File: src/design/itp_pkg.sv
// Shared types and constants of the interrupt controller table parser.
`timescale 1ns / 1ps
package itp_pkg;

	localparam int unsigned KEEP_BYTES = 12;
	localparam int unsigned KEEP_IDX_W = 4;
	localparam int unsigned CPU_CNT_W  = 9;
	localparam int unsigned IO_CNT_W   = 7;
	localparam int unsigned FIFO_DEPTH = 4;
	localparam int unsigned FIFO_PTR_W = 2;
	localparam int unsigned FIFO_CNT_W = 3;

	localparam logic [31:0] ENTRY_START = 32'd44;
	localparam logic [29:0] LEN_WORD    = 30'd1;
	localparam logic [29:0] LADDR_WORD  = 30'd9;
	localparam logic [7:0]  MIN_ENTRY_LEN = 8'd2;
	localparam logic [7:0]  OVR_MIN_LEN   = 8'd12;
	localparam logic [7:0]  X2_MIN_LEN    = 8'd16;
	localparam logic [1:0]  ENABLE_FLAGS  = 2'b11;

	localparam logic [7:0] TYPE_LOCAL    = 8'd0;
	localparam logic [7:0] TYPE_IO       = 8'd1;
	localparam logic [7:0] TYPE_ADDR_OVR = 8'd5;
	localparam logic [7:0] TYPE_X2_LOCAL = 8'd9;

	typedef enum logic [1:0] {
		KIND_CPU     = 2'd0,
		KIND_IO      = 2'd1,
		KIND_SUMMARY = 2'd2
	} kind_t;

	typedef struct packed {
		kind_t       record_kind;
		logic [7:0]  cpu_id;
		logic [31:0] io_ctrl_address;
		logic [31:0] io_ctrl_irq_base;
		logic [31:0] local_ctrl_address;
		logic [6:0]  cpus_found;
		logic [3:0]  io_ctrls_found;
		logic        final_record;
	} rec_t;

	typedef struct packed {
		logic [1:0] num;
		rec_t       rec0;
		rec_t       rec1;
	} fifo_push_t;

endpackage

File: src/design/itp_stream_if.sv
// Stream channels for table bytes and parsed records.
`timescale 1ns / 1ps
interface itp_byte_if;
	logic       valid;
	logic       ready;
	logic [7:0] table_byte;
	logic       end_of_table;

	modport source(output valid, output table_byte, output end_of_table, input ready);
	modport sink(input valid, input table_byte, input end_of_table, output ready);
endinterface

interface itp_rec_if;
	logic        valid;
	logic        ready;
	logic [1:0]  record_kind;
	logic [7:0]  cpu_id;
	logic [31:0] io_ctrl_address;
	logic [31:0] io_ctrl_irq_base;
	logic [31:0] local_ctrl_address;
	logic [6:0]  cpus_found;
	logic [3:0]  io_ctrls_found;
	logic        final_record;

	modport source(output valid, output record_kind, output cpu_id, output io_ctrl_address,
		output io_ctrl_irq_base, output local_ctrl_address, output cpus_found,
		output io_ctrls_found, output final_record, input ready);
	modport sink(input valid, input record_kind, input cpu_id, input io_ctrl_address,
		input io_ctrl_irq_base, input local_ctrl_address, input cpus_found,
		input io_ctrls_found, input final_record, output ready);
endinterface

File: src/design/itp_rec_fifo.sv
// Small record queue taking up to two records per cycle and giving one.
`timescale 1ns / 1ps
module itp_rec_fifo import itp_pkg::*; (
	input  logic                  clk,
	input  logic                  arst_n,
	input  fifo_push_t            push,
	input  logic                  pop,
	output rec_t                  head,
	output logic [FIFO_CNT_W-1:0] count
);

	rec_t                  mem_q [FIFO_DEPTH];
	logic [FIFO_PTR_W-1:0] wr_ptr_q;
	logic [FIFO_PTR_W-1:0] rd_ptr_q;
	logic [FIFO_CNT_W-1:0] cnt_q;

	always_ff @(posedge clk) begin
		if (push.num != 2'd0) begin
			mem_q[wr_ptr_q] <= push.rec0;
		end
		if (push.num == 2'd2) begin
			mem_q[FIFO_PTR_W'(wr_ptr_q + 1'b1)] <= push.rec1;
		end
	end

	always_ff @(posedge clk or negedge arst_n) begin
		if (!arst_n) begin
			wr_ptr_q <= '0;
			rd_ptr_q <= '0;
			cnt_q    <= '0;
		end else begin
			wr_ptr_q <= FIFO_PTR_W'(wr_ptr_q + FIFO_PTR_W'(push.num));
			rd_ptr_q <= FIFO_PTR_W'(rd_ptr_q + FIFO_PTR_W'(pop));
			cnt_q    <= FIFO_CNT_W'(cnt_q + FIFO_CNT_W'(push.num) - FIFO_CNT_W'(pop));
		end
	end

	assign head  = mem_q[rd_ptr_q];
	assign count = cnt_q;

endmodule

File: src/design/interrupt_controller_table_parser.sv
// Top level: byte-wise walker of the interrupt controller description table.
// Path: a byte is registered at its transfer and processed once the record queue has room;
//   its records are written into that queue and offered on record_out from its head.
// Throughput: one byte per cycle while the queue has room for two records; a byte that yields
//   both an entry record and the summary pushes both into a four-record queue.
// Reset clears all control state; the summary record also returns the walker to reset.
`timescale 1ns / 1ps
module interrupt_controller_table_parser import itp_pkg::*; #(
	parameter int unsigned MAX_CPUS     = 64,
	parameter int unsigned MAX_IO_CTRLS = 8
) (
	input logic        clk,
	input logic        arst_n,
	itp_byte_if.sink   table_in,
	itp_rec_if.source  record_out
);

	logic       valid_s1;
	logic [7:0] byte_s1;
	logic       last_s1;
	logic       consume;

	logic [31:0]          pos_q;
	logic [31:0]          tlen_q;
	logic [7:0]           epos_q;
	logic [7:0]           elen_q;
	logic [7:0]           eb_q [KEEP_BYTES];
	logic [31:0]          laddr_q;
	logic [CPU_CNT_W-1:0] cpu_cnt_q;
	logic [IO_CNT_W-1:0]  io_cnt_q;
	logic                 stopped_q;

	logic [31:0]          pos_n;
	logic [31:0]          tlen_n;
	logic [7:0]           epos_n;
	logic [7:0]           elen_n;
	logic [7:0]           eb_n [KEEP_BYTES];
	logic [31:0]          laddr_n;
	logic [CPU_CNT_W-1:0] cpu_cnt_n;
	logic [IO_CNT_W-1:0]  io_cnt_n;
	logic                 stop_n;

	fifo_push_t            push;
	rec_t                  head;
	logic [FIFO_CNT_W-1:0] fifo_cnt;
	logic                  pop;

	assign consume        = valid_s1 && (fifo_cnt <= FIFO_CNT_W'(FIFO_DEPTH - 2));
	assign table_in.ready = !valid_s1 || consume;

	always_ff @(posedge clk or negedge arst_n) begin
		if (!arst_n) begin
			valid_s1 <= 1'b0;
		end else if (table_in.ready) begin
			valid_s1 <= table_in.valid;
		end
	end

	always_ff @(posedge clk) begin
		if (table_in.valid && table_in.ready) begin
			byte_s1 <= table_in.table_byte;
			last_s1 <= table_in.end_of_table;
		end
	end

	always_comb begin
		logic        in_entry;
		logic        done;
		logic        has_rec;
		logic        cpu_ok;
		logic        io_ok;
		logic [7:0]  etype;
		logic [31:0] f4;
		logic [31:0] f8;
		rec_t        entry_rec;
		rec_t        summary;

		tlen_n    = tlen_q;
		laddr_n   = laddr_q;
		epos_n    = epos_q;
		elen_n    = elen_q;
		eb_n      = eb_q;
		stop_n    = stopped_q;
		cpu_cnt_n = cpu_cnt_q;
		io_cnt_n  = io_cnt_q;
		done      = 1'b0;
		has_rec   = 1'b0;
		entry_rec = '0;
		summary   = '0;

		pos_n    = (pos_q == '1) ? pos_q : 32'(pos_q + 32'd1);
		in_entry = (pos_q >= ENTRY_START) && (pos_q < tlen_q) && !stopped_q;

		for (int l = 0; l < 4; l++) begin
			if (pos_q[31:2] == LEN_WORD && pos_q[1:0] == 2'(l)) begin
				tlen_n[l*8 +: 8] = byte_s1;
			end
			if (pos_q[31:2] == LADDR_WORD && pos_q[1:0] == 2'(l)) begin
				laddr_n[l*8 +: 8] = byte_s1;
			end
		end

		if (in_entry) begin
			if (epos_q == 8'd0) begin
				for (int i = 0; i < KEEP_BYTES; i++) begin
					eb_n[i] = 8'd0;
				end
				eb_n[0] = byte_s1;
				epos_n  = 8'd1;
			end else if (epos_q == 8'd1) begin
				if (byte_s1 < MIN_ENTRY_LEN) begin
					stop_n = 1'b1;
					epos_n = 8'd0;
				end else begin
					eb_n[1] = byte_s1;
					elen_n  = byte_s1;
					epos_n  = 8'd2;
					done    = (byte_s1 == MIN_ENTRY_LEN);
				end
			end else begin
				if (epos_q < 8'(KEEP_BYTES)) begin
					eb_n[epos_q[KEEP_IDX_W-1:0]] = byte_s1;
				end
				epos_n = 8'(epos_q + 8'd1);
				done   = (epos_n == elen_q);
			end
		end

		etype  = eb_n[0];
		f4     = {eb_n[7], eb_n[6], eb_n[5], eb_n[4]};
		f8     = {eb_n[11], eb_n[10], eb_n[9], eb_n[8]};
		cpu_ok = cpu_cnt_q < CPU_CNT_W'(MAX_CPUS);
		io_ok  = io_cnt_q < IO_CNT_W'(MAX_IO_CTRLS);

		if (done) begin
			epos_n = 8'd0;
			unique case (etype)
				TYPE_LOCAL: begin
					if ((eb_n[4][1:0] & ENABLE_FLAGS) != 2'b00 && cpu_ok) begin
						has_rec              = 1'b1;
						entry_rec.record_kind = KIND_CPU;
						entry_rec.cpu_id      = eb_n[3];
						cpu_cnt_n            = CPU_CNT_W'(cpu_cnt_q + 1'b1);
					end
				end
				TYPE_IO: begin
					if (io_ok) begin
						has_rec                    = 1'b1;
						entry_rec.record_kind       = KIND_IO;
						entry_rec.io_ctrl_address   = f4;
						entry_rec.io_ctrl_irq_base  = f8;
						io_cnt_n                   = IO_CNT_W'(io_cnt_q + 1'b1);
					end
				end
				TYPE_ADDR_OVR: begin
					if (elen_n >= OVR_MIN_LEN) begin
						laddr_n = f4;
					end
				end
				TYPE_X2_LOCAL: begin
					if (elen_n >= X2_MIN_LEN && cpu_ok && (f8[1:0] & ENABLE_FLAGS) != 2'b00) begin
						has_rec              = 1'b1;
						entry_rec.record_kind = KIND_CPU;
						entry_rec.cpu_id      = eb_n[4];
						cpu_cnt_n            = CPU_CNT_W'(cpu_cnt_q + 1'b1);
					end
				end
				default: begin
				end
			endcase
		end

		summary.record_kind        = KIND_SUMMARY;
		summary.local_ctrl_address = laddr_n;
		summary.cpus_found         = cpu_cnt_n[6:0];
		summary.io_ctrls_found     = io_cnt_n[3:0];
		summary.final_record       = 1'b1;

		push.num  = consume ? (2'(has_rec) + 2'(last_s1)) : 2'd0;
		push.rec0 = has_rec ? entry_rec : summary;
		push.rec1 = summary;
	end

	always_ff @(posedge clk or negedge arst_n) begin
		if (!arst_n) begin
			pos_q     <= '0;
			tlen_q    <= '0;
			epos_q    <= '0;
			elen_q    <= '0;
			laddr_q   <= '0;
			cpu_cnt_q <= '0;
			io_cnt_q  <= '0;
			stopped_q <= 1'b0;
		end else if (consume) begin
			if (last_s1) begin
				pos_q     <= '0;
				tlen_q    <= '0;
				epos_q    <= '0;
				elen_q    <= '0;
				laddr_q   <= '0;
				cpu_cnt_q <= '0;
				io_cnt_q  <= '0;
				stopped_q <= 1'b0;
			end else begin
				pos_q     <= pos_n;
				tlen_q    <= tlen_n;
				epos_q    <= epos_n;
				elen_q    <= elen_n;
				laddr_q   <= laddr_n;
				cpu_cnt_q <= cpu_cnt_n;
				io_cnt_q  <= io_cnt_n;
				stopped_q <= stop_n;
			end
		end
	end

	always_ff @(posedge clk) begin
		if (consume) begin
			eb_q <= eb_n;
		end
	end

	assign pop = record_out.valid && record_out.ready;

	itp_rec_fifo u_rec_fifo (
		.clk    (clk),
		.arst_n (arst_n),
		.push   (push),
		.pop    (pop),
		.head   (head),
		.count  (fifo_cnt)
	);

	assign record_out.valid              = (fifo_cnt != '0);
	assign record_out.record_kind        = head.record_kind;
	assign record_out.cpu_id             = head.cpu_id;
	assign record_out.io_ctrl_address    = head.io_ctrl_address;
	assign record_out.io_ctrl_irq_base   = head.io_ctrl_irq_base;
	assign record_out.local_ctrl_address = head.local_ctrl_address;
	assign record_out.cpus_found         = head.cpus_found;
	assign record_out.io_ctrls_found     = head.io_ctrls_found;
	assign record_out.final_record       = head.final_record;

`ifndef SYNTH
	a_summary_restarts: assert property (@(posedge clk) disable iff (!arst_n)
		consume && last_s1 |=> pos_q == '0 && cpu_cnt_q == '0 && io_cnt_q == '0)
		else $error("walker state not cleared after summary");

	a_stopped_idle: assert property (@(posedge clk) disable iff (!arst_n)
		stopped_q |-> epos_q == 8'd0)
		else $error("entry in progress after walk stop");

	a_cpu_cap: assert property (@(posedge clk) disable iff (!arst_n)
		cpu_cnt_q <= CPU_CNT_W'(MAX_CPUS) && io_cnt_q <= IO_CNT_W'(MAX_IO_CTRLS))
		else $error("controller count beyond cap");

	a_queue_bound: assert property (@(posedge clk) disable iff (!arst_n)
		fifo_cnt <= FIFO_CNT_W'(FIFO_DEPTH))
		else $error("record queue overflow");
`endif

endmodule

File: src/flat_wrapper.sv
// flat-port wrapper written by rule: the top's interface ports become plain ports
module interrupt_controller_table_parser_flat import itp_pkg::*;
#(
	parameter int unsigned MAX_CPUS     = 64,
	parameter int unsigned MAX_IO_CTRLS = 8
)
  (clk, arst_n, table_in_valid, table_in_table_byte, table_in_end_of_table, table_in_ready, record_out_valid, record_out_record_kind, record_out_cpu_id, record_out_io_ctrl_address, record_out_io_ctrl_irq_base, record_out_local_ctrl_address, record_out_cpus_found, record_out_io_ctrls_found, record_out_final_record, record_out_ready);
  itp_byte_if table_in_i ();
  itp_rec_if record_out_i ();
  input logic clk;
  input logic arst_n;
  input wire logic [$bits(table_in_i.valid)-1:0] table_in_valid;
  input wire logic [$bits(table_in_i.table_byte)-1:0] table_in_table_byte;
  input wire logic [$bits(table_in_i.end_of_table)-1:0] table_in_end_of_table;
  output wire logic [$bits(table_in_i.ready)-1:0] table_in_ready;
  output wire logic [$bits(record_out_i.valid)-1:0] record_out_valid;
  output wire logic [$bits(record_out_i.record_kind)-1:0] record_out_record_kind;
  output wire logic [$bits(record_out_i.cpu_id)-1:0] record_out_cpu_id;
  output wire logic [$bits(record_out_i.io_ctrl_address)-1:0] record_out_io_ctrl_address;
  output wire logic [$bits(record_out_i.io_ctrl_irq_base)-1:0] record_out_io_ctrl_irq_base;
  output wire logic [$bits(record_out_i.local_ctrl_address)-1:0] record_out_local_ctrl_address;
  output wire logic [$bits(record_out_i.cpus_found)-1:0] record_out_cpus_found;
  output wire logic [$bits(record_out_i.io_ctrls_found)-1:0] record_out_io_ctrls_found;
  output wire logic [$bits(record_out_i.final_record)-1:0] record_out_final_record;
  input wire logic [$bits(record_out_i.ready)-1:0] record_out_ready;
  assign table_in_i.valid = table_in_valid;
  assign table_in_i.table_byte = table_in_table_byte;
  assign table_in_i.end_of_table = table_in_end_of_table;
  assign table_in_ready = table_in_i.ready;
  assign record_out_valid = record_out_i.valid;
  assign record_out_record_kind = record_out_i.record_kind;
  assign record_out_cpu_id = record_out_i.cpu_id;
  assign record_out_io_ctrl_address = record_out_i.io_ctrl_address;
  assign record_out_io_ctrl_irq_base = record_out_i.io_ctrl_irq_base;
  assign record_out_local_ctrl_address = record_out_i.local_ctrl_address;
  assign record_out_cpus_found = record_out_i.cpus_found;
  assign record_out_io_ctrls_found = record_out_i.io_ctrls_found;
  assign record_out_final_record = record_out_i.final_record;
  assign record_out_i.ready = record_out_ready;
  interrupt_controller_table_parser #(.MAX_CPUS(MAX_CPUS), .MAX_IO_CTRLS(MAX_IO_CTRLS)) u_core (.clk(clk), .arst_n(arst_n), .table_in(table_in_i), .record_out(record_out_i));
endmodule
File: config.mk
export PLATFORM = sky130hd
export DESIGN_NAME = interrupt_controller_table_parser_flat
export DESIGN_NICKNAME = d
export VERILOG_FILES = /design/src/design/itp_pkg.sv /design/src/design/itp_stream_if.sv /design/src/design/itp_rec_fifo.sv /design/src/design/interrupt_controller_table_parser.sv /design/src/flat_wrapper.sv
export SDC_FILE = /design/constraint.sdc
export NUM_CORES = 1
export LEC_CHECK = 0
export BUFFER_PORTS_ARGS = -buffer_cell sky130_fd_sc_hd__buf_2
export CORE_MARGIN = 4
export CORE_UTILIZATION = 48
export DETAILED_ROUTE_END_ITERATION = 10
export GPL_TIMING_DRIVEN = 0
export PLACE_DENSITY = 0.76
export SYNTH_ARGS = -nofsm -noshare
export SYNTH_HDL_FRONTEND = slang
export SYNTH_HIERARCHICAL = 1
export SYNTH_SLANG_ARGS = --single-unit
File: constraint.sdc
create_clock -name clk -period 27.4 [get_ports clk]
set_clock_uncertainty 0.15 [all_clocks]
set_input_delay 4.11 -clock clk [delete_from_list [all_inputs] [get_ports clk]]
set_output_delay 4.11 -clock clk [all_outputs]
set_load 0.02 [all_outputs]
==> results <==
- The run finished, with violations left.
- The final reports fail on max-capacitance violations.
- The worst hold slack is 0.3321 ns.
- The layer flagged by global routing as most heavily used is met2.
- The cell area that synthesis handed to floorplanning was 36,070 µm².
- The count of flip-flops with a built-in enable after synthesis is 561.
- Of all flip-flops after synthesis, the portion carrying an async set or reset was 19.63%.
- After technology mapping, the gate count stands at 2,522.
- For the finished layout, the period the worst path requires is about 7.6 ns.
- Buffers added to address setup during post-CTS repair amount to 0.
- The cell depth of the worst flop-to-flop path is 20.
- The congestion estimate from routability-driven global placement came to between 0.9 and 1.
- The count of boundary I/O pins is approximately 130.
- The global routing usage on met2 is around two fifths.
- The transition time at the pin with the least slew margin is 1.457 ns.
- Setup violations remaining at the end of the flow were counted as 0.
- The critical path is of the flop to primary output type.
- The total congestion overflow is 0.
- The CTS tree is yes.
- The length of the first detailed-routing pass in iterations is 6.
- The number of nets with antenna violations after detailed routing is 0.
- The max capacitance violation total is 1.
- The relative max-transition margin is 1.975%.
- For this block, the initial DRC count from the detailed router was 2,479.
- The areal power density over the cells is 74.83 nW/µm².
- The worst register-to-register path ends at u_core/u_rec_fifo/mem_q[2][45]$_DFFE_PP_.
- Dividing the detail-routed wire length by the instance count gives about 23 µm.
- The hold violation total from the final report came to 0.
- The routed via count is 23,510.
- The number of cells on the worst hold path is 1.
- The analysis attributes to cell leakage a power of 16.82 nW.
- The critical path launch point type is a flop.
- Global routing consumed, on the met1 layer, 32.88% of the routing resources.
- The post-synthesis cell type count is 82.
- Setup repair after global routing left no endpoint under its margin.
- The total core area is 74,450 µm².
- The required arrival time at the worst endpoint is ~23 ns.
- In this run the worst hold path is classified as flop to flop.
- The clock root buffer is sky130_fd_sc_hd__clkbuf_16.
- The worst path uses about 28% of the clock period.
- The longest clock path from root to sink contains 3 buffers.
- The post-route non-filler standard cell count is 4,080.
- The number of global-route vias before repair is ~24,000.
- The initialized floorplan defines 100 standard-cell rows.
- The upper clock frequency limit is ~130 MHz.
- The startpoint identified for the worst hold timing path is u_core/cpu_cnt_q[7]$_DFFE_PN0P_.
- The Yosys step of the flow raised 6 warnings.
- The hold buffer count at cts is 0.
- Entering global routing, the biggest net connects 93 pins.
- Dividing the detail-routed via count by the number of cells gives 5.763.
- After detailed routing, the total wire length is 95.75 mm.
- The worst path arrival time is about 3.3 ns.
- The main flop type after synthesis is sky130_fd_sc_hd__edfxtp_1.
- The max-slew violation count is 0.
- The total DRC errors in the routed layout is 0.
- For the final routed database, the setup TNS stands at 0 ns.
- Overall power consumption after layout is estimated at 3.141 mW.
- The post-synthesis register bit count is approximately 700.
- The path with the worst hold slack has its endpoint at u_core/cpu_cnt_q[7]$_DFFE_PN0P_.
- Buffers inserted during clock tree synthesis total 75.
- Global routing used about a quarter of the available tracks across all layers.
- The final layout net count is about 3,100.
- The startpoint of the lowest-slack register-to-register path is u_core/pos_q[29]$_DFFE_PN0P_.
- The initial core utilization is 48.45%.
- The H-tree level count is 3.
- The number of antenna violations at the first check in global routing is 5.
- The utilization of the core after routing is 56.38%.
- The latest clock arrival within the worst-skew pair is 0.63 ns.
- The overall die width is 282.1 µm.
- Relative to the synthesized area, the layout overhead comes to 16.39%.
- The total placed cells including tap cells is 3,942.
- The worst supply voltage drop on vdd is 0.05568 mV.
- After filler insertion, the fill cell instance count of the layout stands at roughly 5,900.
- The die covers about 80,000 µm².
- Of the synthesized area, sequential elements account for around 56%.
- The post-cts repair resize count is 0.
- STA classifies the critical path endpoint as a primary output.
- Along the worst path, the maximum fanout reaches 10.
- Of the cells placed in the final design, the portion with a size suffix greater than 1 is 31.31%.
- After legalization and detailed placement, the total HPWL measured 64.90 mm.
- The die is between 200 and 300 µm tall.
- The global routing met3 resource utilization is ~4%.
- The wire length of the first global-routing pass is 144.5 mm.
- After clock tree synthesis, the clock-pin slew on the worst setup and hold paths is ~0.060 ns.
- The number of buffer cells added on primary ports is 132.
- Setup slack on the worst reg-to-reg path comes out at 19.91 ns.
- The tree built by TritonCTS fans out to roughly 700 sinks.
- The post-synthesis average cell area is about 14 µm².
-- layout make-up --
cell class / count / area, µm² / share of cell area [%]
Antenna cell: 3 / 7.507 / 0.01788
Buffer: 178 / 945.9 / 2.253
Clock buffer: 107 / 2120 / 5.049
Clock inverter: 28 / 294.0 / 0.7005
Inverter: 68 / 255.2 / 0.6081
Multi-Input combinational cell: 1876 / 15750 / 37.52
Sequential cell: 698 / 20270 / 48.30
Tap cell: 969 / 1212 / 2.888
Timing Repair Buffer: 153 / 1117 / 2.662
-- worst max-delay path, stage by stage, from the launching register on --
cell and delay [ns]:
sky130_fd_sc_hd__dfrtp_1 0.35, sky130_fd_sc_hd__clkbuf_1 0.98, sky130_fd_sc_hd__buf_1 0.70, sky130_fd_sc_hd__mux4_2 0.45, sky130_fd_sc_hd__buf_2 0.18
-- per-layer routing --
layer | up-vias | wire length [µm]
met3 | 157 | 7549
met5 | - | 27
met1 | 11900 | 39230
li1 | 10480 | -
met2 | 967 | 46290
met4 | 4 | 2656
-- how the worst max path moves through the flow --
stage / from / end / slack, ns / depth (start not counted)
2_1_floorplan: u_core/pos_q[29]$_DFFE_PN0P_ / u_core/u_rec_fifo/mem_q[0][0]$_DFFE_PP_ / 14.42 / 16
3_3_place_gp: u_core/pos_q[29]$_DFFE_PN0P_ / u_core/u_rec_fifo/mem_q[0][51]$_DFFE_PP_ / 6.27 / 15
3_5_place_dp: u_core/pos_q[29]$_DFFE_PN0P_ / u_core/u_rec_fifo/mem_q[2][49]$_DFFE_PP_ / 20.07 / 20
4_1_cts: u_core/u_rec_fifo/rd_ptr_q[1]$_DFF_PN0_ / record_out_local_ctrl_address[31] / 19.84 / 4
5_1_grt: u_core/pos_q[29]$_DFFE_PN0P_ / u_core/u_rec_fifo/mem_q[2][46]$_DFFE_PP_ / 19.73 / 20
6_report: u_core/u_rec_fifo/rd_ptr_q[1]$_DFF_PN0_ / record_out_local_ctrl_address[6] / 19.85 / 4
-- registers in the layout (all words and copies together) (netlist names) --
signal                      flops
u_core/u_rec_fifo/mem_q       472
u_core/laddr_q                 32
u_core/io_cnt_q                 7
u_core/elen_q                   8
u_core/epos_q                   8
u_core/cpu_cnt_q                9
u_core/pos_q                   32
u_core/u_rec_fifo/count         3
u_core/tlen_q                  32
u_core/valid_s1                 1
u_core/eb_q                    80
u_core/byte_s1                  8
u_core/stopped_q                1
u_core/u_rec_fifo/wr_ptr_q      2
u_core/last_s1                  1
u_core/u_rec_fifo/rd_ptr_q      2
-- Yosys cell counts (all sizes together), types with 3 or more instances --
master / count / area, µm²
a211oi: 5 / 37.54
a21o: 29 / 217.7
a21oi: 64 / 335.3
a22o: 69 / 604.3
a31oi: 4 / 46.29
and2: 23 / 143.9
and3: 20 / 125.1
and4: 9 / 78.83
buf: 98 / 640.6
clkbuf: 80 / 301.5
dfrtp: 137 / 3428
edfxtp: 561 / 16850
ha: 47 / 588.1
inv: 68 / 255.2
mux2: 478 / 5458
mux2i: 74 / 740.7
mux4: 118 / 2658
nand2: 124 / 465.5
nand2b: 7 / 43.79
nand3: 55 / 275.3
nand4: 17 / 106.4
nand4b: 3 / 26.28
nor2: 133 / 515.5
nor2b: 4 / 27.53
nor3: 60 / 321.6
nor3b: 8 / 60.06
nor4: 19 / 146.4
nor4b: 4 / 41.29
o211ai: 6 / 45.04
o21a: 39 / 292.8
o21ai: 40 / 200.2
o31ai: 6 / 45.04
o32a: 8 / 80.08
or2: 7 / 43.79
or3: 15 / 93.84
or4: 5 / 37.54
xnor2: 20 / 175.2
xor2: 26 / 227.7
-- per-stage QoR --
stage / worst slack (ns) / cell area [µm²]
6_report: 19.85 / 41980
5_1_grt: 19.73 / 41970
4_1_cts: 19.84 / 41970
3_5_place_dp: 20.07 / 39560
3_3_place_gp: 6.272 / 39060
2_1_floorplan: 14.42 / 37180
-- cells in the final DEF, fill, tap and decap left out, types with 47 or more instances in the layout --
| cell type | synthesis | layout |
|---|---|---|
| sky130_fd_sc_hd__a21oi_1 | 62 | 62 |
| sky130_fd_sc_hd__nor3_1 | 57 | 57 |
| sky130_fd_sc_hd__nor2_1 | 132 | 130 |
| sky130_fd_sc_hd__buf_2 | 50 | 181 |
| sky130_fd_sc_hd__ha_1 | 47 | 47 |
| sky130_fd_sc_hd__mux4_2 | 118 | 118 |
| sky130_fd_sc_hd__clkbuf_1 | 79 | 100 |
| sky130_fd_sc_hd__nand3_1 | 55 | 55 |
| sky130_fd_sc_hd__inv_1 | 68 | 68 |
| sky130_fd_sc_hd__mux2i_1 | 74 | 74 |
| sky130_fd_sc_hd__mux2_2 | 458 | 458 |
| sky130_fd_sc_hd__nand2_1 | 124 | 124 |
| sky130_fd_sc_hd__dfrtp_1 | 137 | 137 |
| sky130_fd_sc_hd__a22o_1 | 69 | 69 |
| sky130_fd_sc_hd__conb_1 | 2 | 300 |
| sky130_fd_sc_hd__edfxtp_1 | 561 | 561 |
| sky130_fd_sc_hd__clkbuf_16 | 0 | 77 |
-- cells by family after synthesis --
logic type,after synthesis,synth area share [%]
buffers and inverters,246,3.320
XOR/XNOR,46,1.117
AO/OA/AOI/OAI,292,5.807
multiplexers,670,24.56
adder cells (fa/ha/maj),48,1.686
other,2,0.02082
AND/OR/NAND/NOR,520,7.278
flip-flops,698,56.22
-- report_power, final --
| part | switching, mW | leakage [nW] | internal (mW) |
|---|---|---|---|
| sequential | 0.0274 | 7.16 | 1.24 |
| clock | 0.420 | 1.18 | 0.587 |
| combinational | 0.569 | 8.48 | 0.298 |
| total | 1.02 | 16.8 | 2.12 |
Note: power is estimated with default switching activity, not from simulation.
